[config.mk]
export PLATFORM = sky130hd
export DESIGN_NAME = rpd_ctrl
export DESIGN_NICKNAME = d
export VERILOG_FILES = /design/src/sv/rpd_pkg.sv /design/src/sv/rpd_ctrl.sv
export SDC_FILE = /design/constraint.sdc
export NUM_CORES = 1
export LEC_CHECK = 0
export BUFFER_PORTS_ARGS = -buffer_cell sky130_fd_sc_hd__buf_2
export CORE_MARGIN = 4
export CORE_UTILIZATION = 26
export CTS_CLUSTER_SIZE = 24
export DETAILED_ROUTE_END_ITERATION = 6
export REMOVE_ABC_BUFFERS = 1
export SLEW_MARGIN = 20
export SYNTH_ARGS = -nofsm -noshare
export SYNTH_HDL_FRONTEND = slang
export SYNTH_SLANG_ARGS = --single-unit
[constraint.sdc]
create_clock -name clk -period 5.15 [get_ports clk]
set_input_delay 0.515 -clock clk [delete_from_list [all_inputs] [get_ports clk]]
set_output_delay 0.515 -clock clk [all_outputs]
set_load 0.03 [all_outputs]
[src/sv/rpd_pkg.sv]
// Shared types and constants for the RefPack stream decompressor.
// No dependencies.
package rpd_pkg;

  localparam int unsigned HistDepthDef = 131072;
  localparam int unsigned DistW        = 18;
  localparam int unsigned CountW       = 24;

  localparam logic [7:0] MagicByte = 8'hFB;

  localparam logic [2:0] ErrNone  = 3'd0;
  localparam logic [2:0] ErrMagic = 3'd1;
  localparam logic [2:0] ErrDist  = 3'd2;
  localparam logic [2:0] ErrOver  = 3'd3;
  localparam logic [2:0] ErrOrder = 3'd4;

  typedef enum logic [9:0] {
    PH_HDR0    = 10'b00_0000_0001,
    PH_HDR1    = 10'b00_0000_0010,
    PH_SKIP    = 10'b00_0000_0100,
    PH_SIZE    = 10'b00_0000_1000,
    PH_CMD     = 10'b00_0001_0000,
    PH_OPND    = 10'b00_0010_0000,
    PH_LIT     = 10'b00_0100_0000,
    PH_COPY    = 10'b00_1000_0000,
    PH_STOPLIT = 10'b01_0000_0000,
    PH_DONE    = 10'b10_0000_0000
  } phase_t;

  typedef struct packed {
    logic       has_byte;
    logic [7:0] out_byte;
    logic       copy_pending;
    logic       finished;
    logic [2:0] error;
  } result_t;

endpackage

[src/sv/rpd_ctrl.sv]
// Stream parser, command decoder and history addressing for the decompressor.
// Depends on rpd_pkg; drives the history RAM ports and returns one result per item.
module rpd_ctrl
  import rpd_pkg::*;
#(
  parameter int unsigned HistDepth = HistDepthDef,
  localparam int unsigned AW = $clog2(HistDepth)
) (
  input  logic          clk,
  input  logic          rst_n,
  input  logic          acc,
  input  logic          cmd,
  input  logic [7:0]    data_byte,
  output result_t       res,
  output logic          ram_we,
  output logic [AW-1:0] ram_waddr,
  output logic [7:0]    ram_wdata,
  output logic [AW-1:0] ram_raddr,
  input  logic [7:0]    ram_rdata
);

  phase_t              ph_r, ph_nxt;
  logic [2:0]          err_r, err_nxt;
  logic [1:0]          hc_r, hc_nxt;
  logic                skip_r, skip_nxt;
  logic [7:0]          c0_r, c0_nxt, c1_r, c1_nxt, c2_r, c2_nxt;
  logic [6:0]          lit_r, lit_nxt;
  logic [10:0]         cpy_r, cpy_nxt;
  logic [DistW-1:0]    dist_r, dist_nxt;
  logic [CountW-1:0]   oc_r, oc_nxt, dsz_r, dsz_nxt, oc_inc;
  logic [AW-1:0]       ptr_r, ptr_nxt, ptr_inc;
  logic                fwd_r;
  logic [7:0]          fwd_data_r;
  logic [7:0]          hist_byte;
  logic                push;
  logic [7:0]          pbyte;
  logic                has;
  logic [7:0]          ob;
  logic [1:0]          need;
  logic [6:0]          d_lit;
  logic [10:0]         d_cpy;
  logic [DistW-1:0]    d_dist;
  logic [7:0]          stop_n;
  logic [DistW:0]      src;
  logic [AW-1:0]       raddr;

  function automatic logic dist_bad(input logic [DistW-1:0] d, input logic [CountW-1:0] oc);
    dist_bad = ({{(CountW-DistW){1'b0}}, d} > oc) || ({1'b0, d} > (DistW+1)'(HistDepth));
  endfunction

  assign hist_byte = fwd_r ? fwd_data_r : ram_rdata;
  assign oc_inc    = oc_r + 1'b1;
  assign ptr_inc   = (ptr_r == AW'(HistDepth - 1)) ? '0 : ptr_r + 1'b1;
  assign need      = !c0_r[7] ? 2'd1 : (!c0_r[6] ? 2'd2 : 2'd3);
  assign stop_n    = {1'b0, data_byte[4:0], 2'b00} + 8'd4;

  // Operand decode of the two-, three- and four-byte commands.
  always_comb begin
    if (!c0_r[7]) begin
      d_lit  = {5'd0, c0_r[1:0]};
      d_dist = DistW'({c0_r[6:5], 8'h00}) + DistW'(data_byte) + 1'b1;
      d_cpy  = 11'({c0_r[4:2]}) + 11'd3;
    end else if (!c0_r[6]) begin
      d_lit  = {5'd0, c1_r[7:6]};
      d_dist = DistW'({c1_r[5:0], 8'h00}) + DistW'(data_byte) + 1'b1;
      d_cpy  = 11'(c0_r[5:0]) + 11'd4;
    end else begin
      d_lit  = {5'd0, c0_r[1:0]};
      d_dist = DistW'({c0_r[4], c1_r, c2_r}) + 1'b1;
      d_cpy  = 11'({c0_r[3:2], data_byte}) + 11'd5;
    end
  end

  always_comb begin
    ph_nxt   = ph_r;
    err_nxt  = err_r;
    hc_nxt   = hc_r;
    skip_nxt = skip_r;
    c0_nxt   = c0_r;
    c1_nxt   = c1_r;
    c2_nxt   = c2_r;
    lit_nxt  = lit_r;
    cpy_nxt  = cpy_r;
    dist_nxt = dist_r;
    dsz_nxt  = dsz_r;
    push     = 1'b0;
    pbyte    = data_byte;
    has      = 1'b0;
    ob       = '0;
    if (err_r == ErrNone) begin
      if (cmd) begin
        if (ph_r != PH_COPY) begin
          err_nxt = ErrOrder;
        end else if (oc_r >= dsz_r) begin
          err_nxt = ErrOver;
        end else begin
          has     = 1'b1;
          ob      = hist_byte;
          push    = 1'b1;
          pbyte   = hist_byte;
          cpy_nxt = cpy_r - 1'b1;
          if (cpy_r == 11'd1) begin
            ph_nxt = PH_CMD;
          end
        end
      end else begin
        unique case (ph_r) inside
          PH_HDR0: begin
            skip_nxt = data_byte[0];
            ph_nxt   = PH_HDR1;
          end
          PH_HDR1: begin
            if (data_byte != MagicByte) begin
              err_nxt = ErrMagic;
            end else begin
              hc_nxt = '0;
              ph_nxt = skip_r ? PH_SKIP : PH_SIZE;
            end
          end
          PH_SKIP: begin
            hc_nxt = hc_r + 1'b1;
            if (hc_r == 2'd2) begin
              hc_nxt = '0;
              ph_nxt = PH_SIZE;
            end
          end
          PH_SIZE: begin
            dsz_nxt = {dsz_r[15:0], data_byte};
            hc_nxt  = hc_r + 1'b1;
            if (hc_r == 2'd2) begin
              hc_nxt = '0;
              ph_nxt = PH_CMD;
            end
          end
          PH_CMD: begin
            c0_nxt = data_byte;
            hc_nxt = '0;
            if (data_byte[7:5] == 3'b111) begin
              cpy_nxt  = '0;
              dist_nxt = '0;
              if (stop_n <= 8'h70) begin
                lit_nxt = stop_n[6:0];
                ph_nxt  = PH_LIT;
              end else begin
                lit_nxt = {5'd0, data_byte[1:0]};
                ph_nxt  = (data_byte[1:0] != 2'd0) ? PH_STOPLIT : PH_DONE;
              end
            end else begin
              ph_nxt = PH_OPND;
            end
          end
          PH_OPND: begin
            if ({1'b0, hc_r} + 3'd1 >= {1'b0, need}) begin
              hc_nxt   = '0;
              lit_nxt  = d_lit;
              cpy_nxt  = d_cpy;
              dist_nxt = d_dist;
              if (d_lit != '0) begin
                ph_nxt = PH_LIT;
              end else if (d_cpy == '0) begin
                ph_nxt = PH_CMD;
              end else if (dist_bad(d_dist, oc_r)) begin
                err_nxt = ErrDist;
              end else begin
                ph_nxt = PH_COPY;
              end
            end else begin
              hc_nxt = hc_r + 1'b1;
              if (hc_r == 2'd0) begin
                c1_nxt = data_byte;
              end else begin
                c2_nxt = data_byte;
              end
            end
          end
          PH_LIT, PH_STOPLIT: begin
            if (oc_r >= dsz_r) begin
              err_nxt = ErrOver;
            end else begin
              has     = 1'b1;
              ob      = data_byte;
              push    = 1'b1;
              lit_nxt = lit_r - 1'b1;
              if (lit_r == 7'd1) begin
                if (ph_r == PH_STOPLIT) begin
                  ph_nxt = PH_DONE;
                end else if (cpy_r == '0) begin
                  ph_nxt = PH_CMD;
                end else if (dist_bad(dist_r, oc_inc)) begin
                  err_nxt = ErrDist;
                end else begin
                  ph_nxt = PH_COPY;
                end
              end
            end
          end
          default: begin
            err_nxt = ErrOrder;
          end
        endcase
      end
    end
    oc_nxt  = push ? oc_inc : oc_r;
    ptr_nxt = push ? ptr_inc : ptr_r;
  end

  // Prefetch the byte the next drain item would read, from the state after this cycle.
  always_comb begin
    logic [AW-1:0]    p;
    logic [DistW-1:0] d;
    p   = acc ? ptr_nxt : ptr_r;
    d   = acc ? dist_nxt : dist_r;
    src = {1'b0, DistW'(p)} - {1'b0, d};
    if (src[DistW]) begin
      src = src + (DistW+1)'(HistDepth);
    end
    raddr = src[AW-1:0];
  end

  assign ram_raddr = raddr;
  assign ram_we    = acc && push;
  assign ram_waddr = ptr_r;
  assign ram_wdata = pbyte;

  assign res.has_byte     = has;
  assign res.out_byte     = ob;
  assign res.copy_pending = (ph_nxt == PH_COPY) && (err_nxt == ErrNone);
  assign res.finished     = (ph_nxt == PH_DONE);
  assign res.error        = err_nxt;

  always_ff @(posedge clk) begin
    if (!rst_n) begin
      ph_r   <= PH_HDR0;
      err_r  <= ErrNone;
      hc_r   <= '0;
      skip_r <= 1'b0;
      c0_r   <= '0;
      c1_r   <= '0;
      c2_r   <= '0;
      lit_r  <= '0;
      cpy_r  <= '0;
      dist_r <= '0;
      oc_r   <= '0;
      dsz_r  <= '0;
      ptr_r  <= '0;
      fwd_r  <= 1'b0;
    end else begin
      fwd_r <= ram_we && (raddr == ptr_r);
      if (acc) begin
        ph_r   <= ph_nxt;
        err_r  <= err_nxt;
        hc_r   <= hc_nxt;
        skip_r <= skip_nxt;
        c0_r   <= c0_nxt;
        c1_r   <= c1_nxt;
        c2_r   <= c2_nxt;
        lit_r  <= lit_nxt;
        cpy_r  <= cpy_nxt;
        dist_r <= dist_nxt;
        oc_r   <= oc_nxt;
        dsz_r  <= dsz_nxt;
        ptr_r  <= ptr_nxt;
      end
    end
  end

  always_ff @(posedge clk) begin
    fwd_data_r <= pbyte;
  end

endmodule

==> reports/results.ini <==
[layout]
fin_nets = 1942
drive_above_1_share_pct = 29.3
finalInstanceArea_um2 = 15900
fin_cells = 2431
layout_common_cells = buf_4, nor2_1, nand2_1
final_common_cell = buf_4
area.growth.synth_to_final_pct = 36.0
n_antenna_cell = 0

[timing]
final_hold_viol_count = 0
layout_min_cycle_time_ns = 5.34
maxSlewViolCount = 0
hold_ws_ns = 0.399
fmax_ghz = 0.187
relSlewSlack_pct = 36.7
setup-tns-final_ns = -0.609
tightest_slew_ns = 0.945
finClkSkew_ns = 0.0152
rsz0062_at_grt = true
period_share_pct = 104
fin_ws_ns = -0.187
setup_violations = 7

[clock_network]
cts_tree = yes
cts.sinks = 150
clk_latency_ns = 0.45
cts_root_buf = clkbuf_16
clkSlewWorstSetupHoldPaths_ns = 0.07
cts_hold_buf = 0
htreeDepth = 4
cts_buffer_depth = 2
cts_buffers = 17

[detailed_routing]
vias = 12900
routed_wl_um = 44200
drc = 0
ant_nets = 0
dr.pass1.iters = 6
routedWlPerCell_um = 18.2
drt-initial-drc-count = 1135
via_per_inst = 5.29

[placement]
postPlaceCellArea_um2 = 14100
dp_hpwl_um = 33100
gp_congestion = 0.929
portBuffers = 76
placed_cells = 2345

[synth]
syn_area_um2 = 11700
synth_top_cell_by_area = dfxtp_1
synthArstFlopShare_pct = 0
synth_seq_cells = 150
synth_edf_count = 0
ys_types = 90
ys.flop_type = dfxtp_1
synth-seq-area-share_pct = 25.7
postSynthAreaPerCell_um2 = 7.54
synth_top_area_share_pct = 25.7
synth_area_leaders = dfxtp_1, ha_1, nor2_1, nand2_1, xnor2_1
syn_inst = 1551
yosys_warnings = 0

[floorplan]
die_h_um = 220
start_util_pct = 26.4
design.core.area_um2 = 44300
die_area_um2 = 48400
rows = 77
die_x_um = 220
io_pins = 77

[power_and_ir_drop]
p_per_area_nw_per_um2 = 188
leakage_uw = 0.00651
vdd_drop_max_mv = 0.167
finalPower_uw = 2980

[grt]
grt_max_degree = 53
grt.total_usage_pct = 17.6
grt_pass1_wl_um = 67900
grt_pass1_vias = 12400
antenna_found_initial = 1
gr-total-overflow = 0

[critical_path]
end_kind = primary output
start_kind = flop
crit_fanout = 4
cp_cell_sequence = nand4_4 > nor4_4 > xor2_1 > a22oi_2 > nand2b_1 > inv_1 > ha_2 > a2111o_1 > a31oi_1 > o211ai_1 > o31ai_2 > o2111ai_2 > o31ai_4 > nand2_2 > a31o_1 > or4_4 > and4b_1 > buf_6
crit_arrival_ns = 4.82
slowest_stage = or4_4
path_class = reg -> out
reg2reg_to = fwd_r
rrSetupSlack_ns = 0.15
critPathRequiredTime_ns = 4.64
r2r_start = ram_waddr[0]
slowest_delay_ns = 0.44
reg2reg_depth = 26

[outcome]
failed_checks = setup timing
outcome = finished, violations left

[min_path]
holdPathStages = 2
worstHoldEndpoint = err_r[1]
hp-class = in -> reg
min_from = acc

[job]
drv_cap = 0

## sequential cells by signal, summed over array words and instances, names as in the netlist, named ones only
signal and count:
cpy_r 11, dist_r 17, err_r 3, dsz_r 24, lit_r 7, fwd_r 1
hc_r 2, oc_r 24, c1_r 8, fwd_data_r 8, c0_r 8, c2_r 8
ram_waddr 17, skip_r 1, ph_r 10
## synthesized netlist by cell type, types with 24 or more instances
cell        n
nor2_1    177
nand2_1   166
dfxtp_1   150
a21oi_1   111
ha_1       94
o21ai_0    85
inv_1      79
xnor2_1    66
clkbuf_1   62
nand3_1    50
nand4_1    36
nor3_1     36
mux2i_1    33
xor2_1     33
and2_1     24
## logic make-up after synthesis
logic type                 count (synthesis)  share of synthesized area (%)
muxes                                     47                           4.17
xor gates and xnor gates                  99                           7.41
adders and majority gates                 97                           10.5
DFF                                      150                           25.7
AOI/OAI and AO/OA                        366                           20.1
and+or+nand+nor                          634                           26.9
buffers and inverters                    158                           5.32
## worst max path at each step
stage | start | endpoint | slack, ns
after floorplan | ph_r[4] | fwd_r | -0.55
after global placement | ram_waddr[0] | ram_raddr[15] | -0.18
after detailed placement | ram_waddr[0] | fwd_r | -0.34
after CTS | ram_waddr[1] | ram_raddr[16] | -0.17
after global routing | oc_r[10] | res[3] | -0.45
final | c2_r[2] | res[3] | -0.19
## per-stage QoR
stage / util [%] / setup WS [ns]
after global placement: 31.7 / -0.176
after global routing: 35.9 / -0.455
after CTS: 34.5 / -0.173
after floorplan: - / -0.546
final: 35.9 / -0.187
after detailed placement: 31.8 / -0.336
## worst max-delay path, delay by kind of cell (launching register included)
kind	cells	cell delay, ns
fa+ha+maj	1	0.16
compound gates	8	2.05
xor+xnor	1	0.14
buf+inv	2	0.21
flops	1	0.37
simple gates	6	1.43
## power by group
| group | internal, uW | switching, uW | total, uW |
|---|---|---|---|
| Combinational | 210 | 302 | 512 |
| Clock | 706 | 591 | 1300 |
| Sequential | 1170 | 8.14 | 1170 |
## layout make-up
class	count	area, um^2
Tap cell	592	741
Fill cell	4619	28400
Clock buffer	19	453
Inverter	79	298
Clock inverter	13	134
Timing Repair Buffer	335	2450
Multi-Input combinational cell	1243	8780
Sequential cell	150	3040
## per-layer routing
metal | up-vias | GRT usage, % | wire length [um]
met5 | - | 0 | 13
met4 | 2 | 5.09 | 1050
met3 | 97 | 3.06 | 2780
met2 | 510 | 30.4 | 21600
met1 | 6164 | 22.4 | 18700
li1 | 6095 | - | -
## repair_timing
action / in CTS / in global routing
setup endpoints to repair: 17 / 16
buffers inserted: 30 / 27
pin swaps: 64 / 62
gates resized for setup: 111 / 96
(Power assumes the default switching activity.)
